File: config.mk
export PLATFORM = sky130hd
export DESIGN_NAME = quaternion_fractal_escape_iterator
export DESIGN_NICKNAME = d
export VERILOG_FILES = /design/src/hdl/qfei_pkg.sv /design/src/hdl/quaternion_fractal_escape_iterator.sv /design/src/hdl/qfei_engine.sv
export SDC_FILE = /design/constraint.sdc
export NUM_CORES = 2
export LEC_CHECK = 0
export ABC_AREA = 0
export BUFFER_PORTS_ARGS = -buffer_cell sky130_fd_sc_hd__buf_2
export CAP_MARGIN = 0
export CELL_PAD_IN_SITES_DETAIL_PLACEMENT = 0
export CELL_PAD_IN_SITES_GLOBAL_PLACEMENT = 1
export CORE_UTILIZATION = 45
export CTS_CLUSTER_SIZE = 25
export DETAILED_ROUTE_END_ITERATION = 8
export PLACE_DENSITY = 0.71
export SLEW_MARGIN = 25
export SYNTH_ARGS = -nofsm -noshare
export SYNTH_HDL_FRONTEND = slang
export SYNTH_SLANG_ARGS = --single-unit
File: constraint.sdc
create_clock -name clk -period 11.2 [get_ports clk]
set_input_delay 0.56 -clock clk [delete_from_list [all_inputs] [get_ports clk]]
set_output_delay 0.56 -clock clk [all_outputs]
set_load 0.005 [all_outputs]
File: src/hdl/qfei_pkg.sv
// Shared types, constants and helpers for the quaternion escape-time iterator.
`default_nettype none

package qfei_pkg;

  localparam int MAX_ITERATIONS = 256;
  localparam int FRAC_BITS      = 28;
  localparam int COORD_W        = 32;
  localparam int MAG_W          = 36;
  localparam int COUNT_W        = 9;
  localparam int COUNT_MAX      = 511;
  localparam int ITER_W         = $clog2(MAX_ITERATIONS + 1);
  localparam int PROD_W         = 2 * COORD_W;
  localparam int CFG_DATA_W     = MAG_W;
  localparam int CFG_INDEX_W    = 3;
  // count reported when the limit is reached
  localparam int LIMIT_COUNT    = (MAX_ITERATIONS > COUNT_MAX) ? COUNT_MAX : MAX_ITERATIONS;

  typedef logic signed [COORD_W-1:0] coord_t;
  typedef logic [MAG_W-1:0]          mag_t;
  typedef logic [COUNT_W-1:0]        count_t;
  typedef logic signed [PROD_W-1:0]  wide_t;

  typedef struct packed {
    coord_t r;
    coord_t i;
    coord_t j;
    coord_t k;
  } quat_t;

  typedef enum logic [1:0] {
    ENG_IDLE,
    ENG_RUN,
    ENG_HOLD
  } eng_state_t;

  // one multiplier issue per step; the last step's product goes unused, it updates z and decides
  typedef enum logic [2:0] {
    STEP_SQ_R,
    STEP_SQ_I,
    STEP_SQ_J,
    STEP_SQ_K,
    STEP_X_I,
    STEP_X_J,
    STEP_X_K,
    STEP_DECIDE
  } step_t;

  typedef enum logic [CFG_INDEX_W-1:0] {
    REG_JULIA_MODE = 3'd0,
    REG_C_REAL     = 3'd1,
    REG_C_I        = 3'd2,
    REG_C_J        = 3'd3,
    REG_C_K        = 3'd4,
    REG_Z_J_START  = 3'd5,
    REG_Z_K_START  = 3'd6,
    REG_BAILOUT    = 3'd7
  } reg_index_t;

  typedef struct packed {
    logic idle;
    logic done;
  } eng_status_t;

  typedef struct packed {
    count_t count;
    logic   escaped;
    mag_t   magnitude;
  } result_t;

  localparam wide_t WIDE_COORD_MAX = {{(PROD_W-COORD_W+1){1'b0}}, {(COORD_W-1){1'b1}}};
  localparam wide_t WIDE_COORD_MIN = {{(PROD_W-COORD_W+1){1'b1}}, {(COORD_W-1){1'b0}}};

  function automatic coord_t sat_coord(input wide_t v);
    coord_t r;
    if (v > WIDE_COORD_MAX) begin
      r = WIDE_COORD_MAX[COORD_W-1:0];
    end else if (v < WIDE_COORD_MIN) begin
      r = WIDE_COORD_MIN[COORD_W-1:0];
    end else begin
      r = v[COORD_W-1:0];
    end
    return r;
  endfunction

endpackage

`default_nettype wire

File: src/hdl/quaternion_fractal_escape_iterator.sv
// Top level: config registers, start selection, result word register.
//
//  channel  | handshake                  | payload
//  ---------+----------------------------+-------------------------------------------
//  pixel    | pixel_valid / pixel_stall  | pixel_x, pixel_y (signed Q3.28)
//  result   | result_valid / result_stall| iteration_count, escaped, final_magnitude
//  cfg      | cfg_valid / cfg_ready      | cfg_index, cfg_data
//
// One pixel word holds the engine while it loads, runs N orbit passes (1..256) of
// eight steps each around the single 32x32 multiplier, and hands the result on.
// A new pixel word is taken once the engine has handed its result to the output
// register; a stalled result word holds the next finished result in the engine,
// and pixel_stall stays high until it moves.
// Reset (rst, synchronous) restores the register defaults: julia mode,
// bailout 1.0, all constants zero. cfg_ready is always high.
`default_nettype none

module quaternion_fractal_escape_iterator (
  input  logic                                 clk,
  input  logic                                 rst,
  // pixel channel
  input  logic                                 pixel_valid,
  output logic                                 pixel_stall,
  input  qfei_pkg::coord_t                     pixel_x,
  input  qfei_pkg::coord_t                     pixel_y,
  // result channel
  output logic                                 result_valid,
  input  logic                                 result_stall,
  output qfei_pkg::count_t                     iteration_count,
  output logic                                 escaped,
  output qfei_pkg::mag_t                       final_magnitude,
  // config channel
  input  logic                                 cfg_valid,
  output logic                                 cfg_ready,
  input  logic [qfei_pkg::CFG_INDEX_W-1:0]     cfg_index,
  input  logic [qfei_pkg::CFG_DATA_W-1:0]      cfg_data
);
  import qfei_pkg::*;

  // config registers
  logic    julia_mode;
  coord_t  c_real, c_i, c_j, c_k;
  coord_t  z_j_start, z_k_start;
  mag_t    bailout_limit;

  quat_t       z_init, c_init;
  logic        start, take;
  eng_status_t status;
  result_t     eng_result;
  result_t     out_word;

  assign cfg_ready = 1'b1;

  always_ff @(posedge clk) begin
    if (rst) begin
      julia_mode    <= 1'b1;
      c_real        <= '0;
      c_i           <= '0;
      c_j           <= '0;
      c_k           <= '0;
      z_j_start     <= '0;
      z_k_start     <= '0;
      bailout_limit <= MAG_W'(1) << FRAC_BITS;
    end else if (cfg_valid && cfg_ready) begin
      unique case (reg_index_t'(cfg_index))
        REG_JULIA_MODE: julia_mode    <= cfg_data[0];
        REG_C_REAL:     c_real        <= cfg_data[COORD_W-1:0];
        REG_C_I:        c_i           <= cfg_data[COORD_W-1:0];
        REG_C_J:        c_j           <= cfg_data[COORD_W-1:0];
        REG_C_K:        c_k           <= cfg_data[COORD_W-1:0];
        REG_Z_J_START:  z_j_start     <= cfg_data[COORD_W-1:0];
        REG_Z_K_START:  z_k_start     <= cfg_data[COORD_W-1:0];
        REG_BAILOUT:    bailout_limit <= cfg_data[MAG_W-1:0];
      endcase
    end
  end

  // julia: pixel seeds z.r/z.i, c from registers; mandelbrot-type: z = 0, pixel is c.r/c.i, c.j/c.k from registers
  always_comb begin
    if (julia_mode) begin
      z_init = '{r: pixel_x, i: pixel_y, j: z_j_start, k: z_k_start};
      c_init = '{r: c_real, i: c_i, j: c_j, k: c_k};
    end else begin
      z_init = '0;
      c_init = '{r: pixel_x, i: pixel_y, j: c_j, k: c_k};
    end
  end

  assign pixel_stall = !status.idle;
  assign start       = pixel_valid && !pixel_stall;
  // engine result moves into the output register when it is free or draining
  assign take        = status.done && (!result_valid || !result_stall);

  qfei_engine u_engine (
    .clk     (clk),
    .rst     (rst),
    .start   (start),
    .z_init  (z_init),
    .c_init  (c_init),
    .bailout (bailout_limit),
    .take    (take),
    .status  (status),
    .result  (eng_result)
  );

  // result word register
  always_ff @(posedge clk) begin
    if (rst) begin
      result_valid <= 1'b0;
    end else if (take) begin
      result_valid <= 1'b1;
    end else if (!result_stall) begin
      result_valid <= 1'b0;
    end
  end

  always_ff @(posedge clk) begin
    if (take) out_word <= eng_result;
  end

  assign iteration_count = out_word.count;
  assign escaped         = out_word.escaped;
  assign final_magnitude = out_word.magnitude;

endmodule

`default_nettype wire

File: src/hdl/qfei_engine.sv
// Iteration engine: sequencer around one shared 32x32 multiplier.
`default_nettype none

module qfei_engine (
  input  logic                 clk,
  input  logic                 rst,
  input  logic                 start,
  input  qfei_pkg::quat_t      z_init,
  input  qfei_pkg::quat_t      c_init,
  input  qfei_pkg::mag_t       bailout,
  input  logic                 take,
  output qfei_pkg::eng_status_t status,
  output qfei_pkg::result_t    result
);
  import qfei_pkg::*;

  eng_state_t          state, state_next;
  step_t               step;
  logic [ITER_W-1:0]   iter;
  quat_t               z, c;
  wide_t               prod;
  logic [PROD_W-1:0]   norm_sum;
  wide_t               acc;
  result_t             res;

  coord_t              op_a, op_b;
  wide_t               sq_term, x_term;
  logic [PROD_W-1:0]   mag_full;
  logic                over, last_iter;
  mag_t                mag_sat;
  count_t              esc_count;

  // operand select per step
  always_comb begin
    unique case (step)
      STEP_SQ_R:   begin op_a = z.r; op_b = z.r; end
      STEP_SQ_I:   begin op_a = z.i; op_b = z.i; end
      STEP_SQ_J:   begin op_a = z.j; op_b = z.j; end
      STEP_SQ_K:   begin op_a = z.k; op_b = z.k; end
      STEP_X_I:    begin op_a = z.r; op_b = z.i; end
      STEP_X_J:    begin op_a = z.r; op_b = z.j; end
      STEP_X_K:    begin op_a = z.r; op_b = z.k; end
      STEP_DECIDE: begin op_a = z.r; op_b = z.r; end
    endcase
  end

  assign sq_term   = prod >>> FRAC_BITS;
  assign x_term    = prod >>> (FRAC_BITS - 1);
  assign mag_full  = norm_sum >> FRAC_BITS;
  assign over      = mag_full > {{(PROD_W-MAG_W){1'b0}}, bailout};
  assign mag_sat   = (mag_full > {{(PROD_W-MAG_W){1'b0}}, {MAG_W{1'b1}}}) ? {MAG_W{1'b1}}
                                                                        : mag_full[MAG_W-1:0];
  assign last_iter = iter == ITER_W'(MAX_ITERATIONS - 1);
  assign esc_count = (32'(iter) > 32'(COUNT_MAX)) ? COUNT_W'(COUNT_MAX) : COUNT_W'(iter);

  // next state
  always_comb begin
    state_next = state;
    unique case (state)
      ENG_IDLE: if (start) state_next = ENG_RUN;
      ENG_RUN:  if (step == STEP_DECIDE && (over || last_iter)) state_next = ENG_HOLD;
      ENG_HOLD: if (take) state_next = ENG_IDLE;
      default:  state_next = ENG_IDLE;
    endcase
  end

  // outputs
  always_comb begin
    status.idle = (state == ENG_IDLE);
    status.done = (state == ENG_HOLD);
    result      = res;
  end

  // control
  always_ff @(posedge clk) begin
    if (rst) begin
      state <= ENG_IDLE;
      step  <= STEP_SQ_R;
      iter  <= '0;
    end else begin
      state <= state_next;
      if (state == ENG_IDLE && start) begin
        step <= STEP_SQ_R;
        iter <= '0;
      end else if (state == ENG_RUN) begin
        if (step == STEP_DECIDE) begin
          step <= STEP_SQ_R;
          if (!over && !last_iter) iter <= iter + 1'b1;
        end else begin
          step <= step_t'(3'(step + 3'd1));
        end
      end
    end
  end

  // datapath: product issued at step s is consumed at step s+1
  always_ff @(posedge clk) begin
    prod <= op_a * op_b;
    if (state == ENG_IDLE && start) begin
      z        <= z_init;
      c        <= c_init;
      norm_sum <= '0;
      acc      <= PROD_W'(c_init.r);
    end else if (state == ENG_RUN) begin
      unique case (step)
        STEP_SQ_R: ;
        STEP_SQ_I: begin
          norm_sum <= norm_sum + prod;
          acc      <= acc + sq_term;
        end
        STEP_SQ_J, STEP_SQ_K, STEP_X_I: begin
          norm_sum <= norm_sum + prod;
          acc      <= acc - sq_term;
        end
        STEP_X_J: z.i <= sat_coord(x_term + PROD_W'(c.i));
        STEP_X_K: z.j <= sat_coord(x_term + PROD_W'(c.j));
        STEP_DECIDE: begin
          z.k      <= sat_coord(x_term + PROD_W'(c.k));
          z.r      <= sat_coord(acc);
          norm_sum <= '0;
          acc      <= PROD_W'(c.r);
          if (over) begin
            res.count     <= esc_count;
            res.escaped   <= 1'b1;
            res.magnitude <= mag_sat;
          end else if (last_iter) begin
            res.count     <= COUNT_W'(LIMIT_COUNT);
            res.escaped   <= 1'b0;
            res.magnitude <= mag_sat;
          end
        end
      endcase
    end
  end

`ifndef ASSERT_OFF
  a_step_parked: assert property (@(posedge clk) disable iff (rst)
    state != ENG_RUN |-> step == STEP_SQ_R)
    else $error("sequencer step moved outside run");

  a_start_idle: assert property (@(posedge clk) disable iff (rst)
    start |-> state == ENG_IDLE)
    else $error("start while engine busy");

  a_limit_count: assert property (@(posedge clk) disable iff (rst)
    (state == ENG_HOLD && !res.escaped) |-> res.count == COUNT_W'(LIMIT_COUNT))
    else $error("non-escaped result without limit count");

  a_iter_bound: assert property (@(posedge clk) disable iff (rst)
    state == ENG_RUN |-> 32'(iter) < 32'(MAX_ITERATIONS))
    else $error("iteration counter past limit");
`endif

endmodule

`default_nettype wire
* Word-level counts from Yosys, hierarchy flattened
Cells that the tools add are included.
** Cells by class
- Add/sub/neg operators :: 8
- $mul :: 1
- Div/mod/pow operators :: 0
- Order comparisons :: 10
- Equal/unequal tests :: 21
- Shifts and indexed selects :: 0
- Muxes and demuxes :: 32
- Bitwise operators :: 1
- Reductions and logical operators :: 46
** Operators by type and width (number)
- $mux W128 :: 4
- $mux W32 :: 12
- $gt A64 B32 Y1 const B :: 4
- $lt A64 B32 Y1 const B :: 4
- $pmux W32 S4 :: 2
- $pmux W64 S3 :: 1
- $mux W64 :: 2
- $pmux W64 S2 :: 1
- $add A37 B32 Y38 :: 3
- $mux W46 :: 2
- $add A64 B36 Y64 :: 1
- $add A64 B64 Y64 :: 1
- $mul A32 B32 Y64 :: 1
- $sub A64 B36 Y64 :: 1
- $gt A36 B36 Y1 :: 1
- $gt A36 B36 Y1 const B :: 1
- $mux W36 :: 1
- $reduce_and A2 Y1 :: 13
- $eq A3 B3 Y1 const B :: 8
- $eq A3 B2 Y1 const B :: 4
- $reduce_bool A2 Y1 :: 6
- $reduce_or A2 Y1 :: 5
- $add A9 B1 Y9 const B :: 1
- $eq A9 B8 Y1 const B :: 1
- 22 further kinds :: 39
** Word-level totals
- Bits in registers :: 784
- Bits in latches :: 0
- Bits in writable memories :: 0
- ROM bits :: 0
- Logic and storage cells :: 148
- Memories :: 0

* Depth between registers and ports, before layout
- Depth in word-level cells :: 7
- Depth in mapped cells :: 41

* Cells and area by module
Synthesis repeated with hierarchy kept, for this count alone.
** Unflattened totals
- Cell total of the unflattened synthesis :: 8773
- Area, all modules :: 82470.3 sq um
** By module, submodules not included
- qfei_engine :: times used 1, cells each 7711, area each 70395.0 sq um, seq. area each 13833.3 sq um
- quaternion_fractal_escape_iterator :: times used 1, cells each 1062, area each 12075.3 sq um, seq. area each 5985.7 sq um

* Least setup slack after synthesis
Ideal clock, no wire load.
- Kind :: register to register
- From :: reg u_engine.step[0]
- To :: reg u_engine.prod[62]
- Library setup time :: 0.127 ns
- Arrival :: 9.566 ns
- Path slack :: 1.507 ns
- Stages on the path, launching flop included :: 39
- Path buffers :: 5
- Path through :: dfxtp_1 > inv_1 > ha_1 > nor2b_1 > clkbuf_1 > a21o_1 > or3_1 > clkbuf_1 > clkbuf_1 > clkbuf_1 > o21ai_1 > clkbuf_1 > nor2_1 > fa_1 > fa_1 > inv_1 > fa_1 > inv_1 > [... 3 more ...] > inv_1 > fa_1 > fa_1 > inv_1 > fa_1 > inv_1 > ha_1 > o21a_1 > o211ai_1 > nor3_1 > nand3_1 > o311ai_0 > nor2_1 > o41ai_1 > nand3_1 > a21boi_0 > o41ai_1 > xnor2_1
** On the way
- Word-level cells in the longest chain between the ends :: 4
- Elaborated cells between the ends (all ways) :: 16
- Classes of those cells :: mul: 1; eq/ne: 7; mux: 2; reduce/logical: 6
** RTL lines
- start: declaration :: line qfei_engine.sv:18 : step_t step;
- start signal: assignment :: line qfei_engine.sv:90 : step <= step_t'(3'(step + 3'd1));
- $eq A3 B3 Y1 (tied with other cells) :: line qfei_engine.sv:35 : unique case (step)
- $reduce_or A5 Y1 (no source line) or $reduce_or A2 Y1 (tied branches)
- $pmux W32 S4 :: line qfei_engine.sv:35
- $mul A32 B32 Y64 (*) :: line qfei_engine.sv:98 : prod <= op_a * op_b;
- end signal: assignment :: line qfei_engine.sv:98
- end: declaration :: line qfei_engine.sv:21 : wide_t prod;
Every way passes the cells marked *; elsewhere a longest branch is shown, timed or not.
A chain may end at the register's enable or synchronous reset.

* Final worst setup path
- From :: reg u_engine.step[0]
- To :: reg u_engine.prod[56]
The elaborated chain is that of the path after synthesis.

==> results.md <==
* Outcome: finished with violations
* Failing checks: design-rule violations
* DRC errors left at 14
* Worst path top cell family by delay: adder cells
* Max Slew Vio Count at 0
* Detailed-route wire length at 277 mm
* Seq/Total Area, Yosys at 25.2%
* Layout area overhead at 8.92%
* Clk sinks at 784
* Detailed placement HPWL at between 200 and 250 mm
* Relative slew margins at 18.8%
* # rows at 153
* Synth top area share at 27.6%
* Ys async rst share at 0%
* Area of the die at 0.177 sq mm
* Synth Area per Inst at 9.25 sq um
* Synth Area in Simple Gates at 13.2%
* Crit path buffers/inverters at 7
* Initial DRT Pass Iterations at 9
* Most area-hungry cell type in the Yosys netlist: fa_1
* Die height at 420 um
* H-Tree Depth at 3
* Least-Margin Pin Slew at 1.21 ns
* Setup Viol. Count Final at 0
* CTS tree: built
* Grt ovf at 0
* CP Depth at 33
* Count of different cell masters after synthesis at 91
* Kind of critical path: reg -> reg
* Area occupied by multi-input gates at about 0.053 sq mm
* Worst Skew at 0.0434 ns
* RSZ-0062 raised after global routing: no
* Drt wl/cell at 25.4 um
* Clk_lat worst skew at 0.71 ns
* Post-route setup TNS at 0 ns
* Clock transition at path regs at 0.06 ns
* Worst stage delay on the critical path at 0.82 ns
* Cells after Synth at 8510
* CP endpoint: u_engine.prod[56]
* Gp weighted congestion at 0.966
* Worst Path Arrival at between 10 and 15 ns
* Fraction of layout cells with a size suffix above 1 at 8.27%
* Max Cap Viol at 0
* Top post-synthesis cells by count: 1285 x nand2_1, 1102 x inv_1, 1087 x fa_1
* CP endpoint kind: flip-flop
* Crit path time final at 10.82 ns
* Largest family of logic cells by synthesized area: adder cells
* Nets at 10200
* Xor and xnor area share after synthesis at 3.52%
* Initial DRC count at 5191
* Syn Std Cell Area at 0.0787 sq mm
* Critical path origin: u_engine.step[0]
* Peak Freq at 92.4 MHz
* Num CTS Buffers at 86
* Vias in the first global route at roughly 62000
* Via count at ~62000
* First-pass GRT wire length at between 400 and 500 mm
* Mux cell area share after synthesis at 1.22%
* CTS Buffer Depth at 3
* Top-count cell post-synth: nand2_1
* IO Pins at 157
* Critical R2R Capture: u_engine.prod[56]
* Via-per-instance ratio at 5.70
* Core area at 0.174 sq mm
* Worst Path Max Fanout at 29
* Worst reg2reg setup slack at around 0.38 ns
* HP Class: in -> reg
* Synth Area in Adders at 35.0%
* Yosys warning count at 0
* Largest net degree at the start of global routing at around 110
* Area contributors post-synth: fa_1 28%, edfxtp_1 16%, dfxtp_1 9.5%
* Net count of the mapped netlist at 10200
* Final hold violations at 0
* Ant diodes at 0
* Crit-path slowest cell: or3_2
* Initial antenna violation count at 8
* Finished Core Util at 49.3%
* Clock Tree Root: clkbuf_16
* Cells on worst reg2reg path at 33
* PortBufs at roughly 160
* Synth Area in Compound Gates at 14.3%
* Primary FF master, synth: edfxtp_1
* Die W at 420 um
* RR Startpoint: u_engine.step[0]
* Final ANT Viol Nets at 0
* Initial Util at 45.3%
* Post-synth EDFFs at 412
* Post-synthesis register bit count at 784
* Fillers at 16700
* Fin crit share at 96.6%
* Data required, critical path at 11.81 ns
* GRT Total Usage at a little under a third
* CP Launch Type: flip-flop
* Sequential Area at around 0.02 sq mm
* CP most frequent cell: fa_1
-- cell type report --
class,count,share of cell area (%)
timing repair buffer,375,2.90
sequential,784,23.1
multi-input combinational,6162,62.3
inverter,1103,4.84
tap,2325,3.39
clock buffer,116,2.83
clock inverter,46,0.633
-- timing repair --
action	CTS	global route
hold buffers	0	0
resized for setup	0	1
endpoints found under the setup margin	0	3
buffers inserted	0	0
-- per-stage QoR --
stage	hold slack (ns)	instance area [sq um]	cells	worst slack (ns)
2_1_floorplan	0.400	78700	8510	1.51
3_3_place_gp	0.404	82800	10700	0.587
3_5_place_dp	0.405	82800	10700	0.529
4_1_cts	0.0421	85800	10900	0.496
5_1_grt	0.0890	85800	10900	0.102
6_report	0.0910	85800	10900	0.382
-- worst register-to-register path: cells and delay by family (launching register included) --
family | cells | cell delay, ns
and+or+nand+nor | 2 | 0.98
muxes | 1 | 0.29
adders and majority gates | 10 | 5.07
DFF | 1 | 0.36
xor gates and xnor gates | 1 | 0.13
buffers and inverters | 7 | 0.96
AOI/OAI and AO/OA | 12 | 2.96
-- cell families after synthesis --
family                     after synthesis
and+or+nand+nor                       2479
DFF                                    784
adders and majority gates             1553
buffers and inverters                 1564
xor gates and xnor gates               316
muxes                                   86
AOI/OAI and AO/OA                     1727
other                                    1
-- how the worst min path moves through the flow --
stage | slack [ns] | startpoint | depth (start not counted) | to
global placement | 0.40 | u_engine.result[36] | 0 | escaped
global route | 0.09 | cfg_data[33] | 3 | bailout_limit[33]
detailed placement | 0.41 | u_engine.result[15] | 0 | final_magnitude[15]
finish | 0.09 | cfg_data[33] | 3 | bailout_limit[33]
floorplan | 0.40 | u_engine.result[36] | 0 | escaped
CTS | 0.04 | cfg_data[33] | 3 | bailout_limit[33]
-- layout by cell type, fill, tap and decap left out, drive strengths merged, types with 41 or more instances in the layout --
cell	netlist	layout
nand2	1285	1285
inv	1102	1106
fa	1087	1087
nor2	702	702
a21oi	592	592
ha	466	466
edfxtp	412	412
buf	29	374
dfxtp	372	372
o21ai	331	331
a21o	223	223
xnor2	185	185
xor2	131	131
clkbuf	432	117
nand3	109	109
nand2b	83	83
o21a	83	83
mux2	79	79
a221o	61	61
nand4	57	57
nor3	48	48
o21bai	47	47
o211ai	41	41
-- state kept, by name (all words and copies together), names as in the netlist, 36 cells and up --
signal / cells
u_engine.acc: 64
u_engine.norm_sum: 64
bailout_limit: 36
u_engine.prod: 64
u_engine.result: 46
final_magnitude: 36
u_engine.c: 128
u_engine.z: 128
-- metal layers --
metal	track usage, %	up-vias	wire (um)
met5	0	-	13
met3	4.46	431	19700
met1	44.7	31400	120000
li1	-	28000	-
met2	49.3	2362	124000
met4	12.9	2	12800
Power is not shown: default switching activity piles up to over one toggle a cycle in this logic, so the estimate is an artifact.
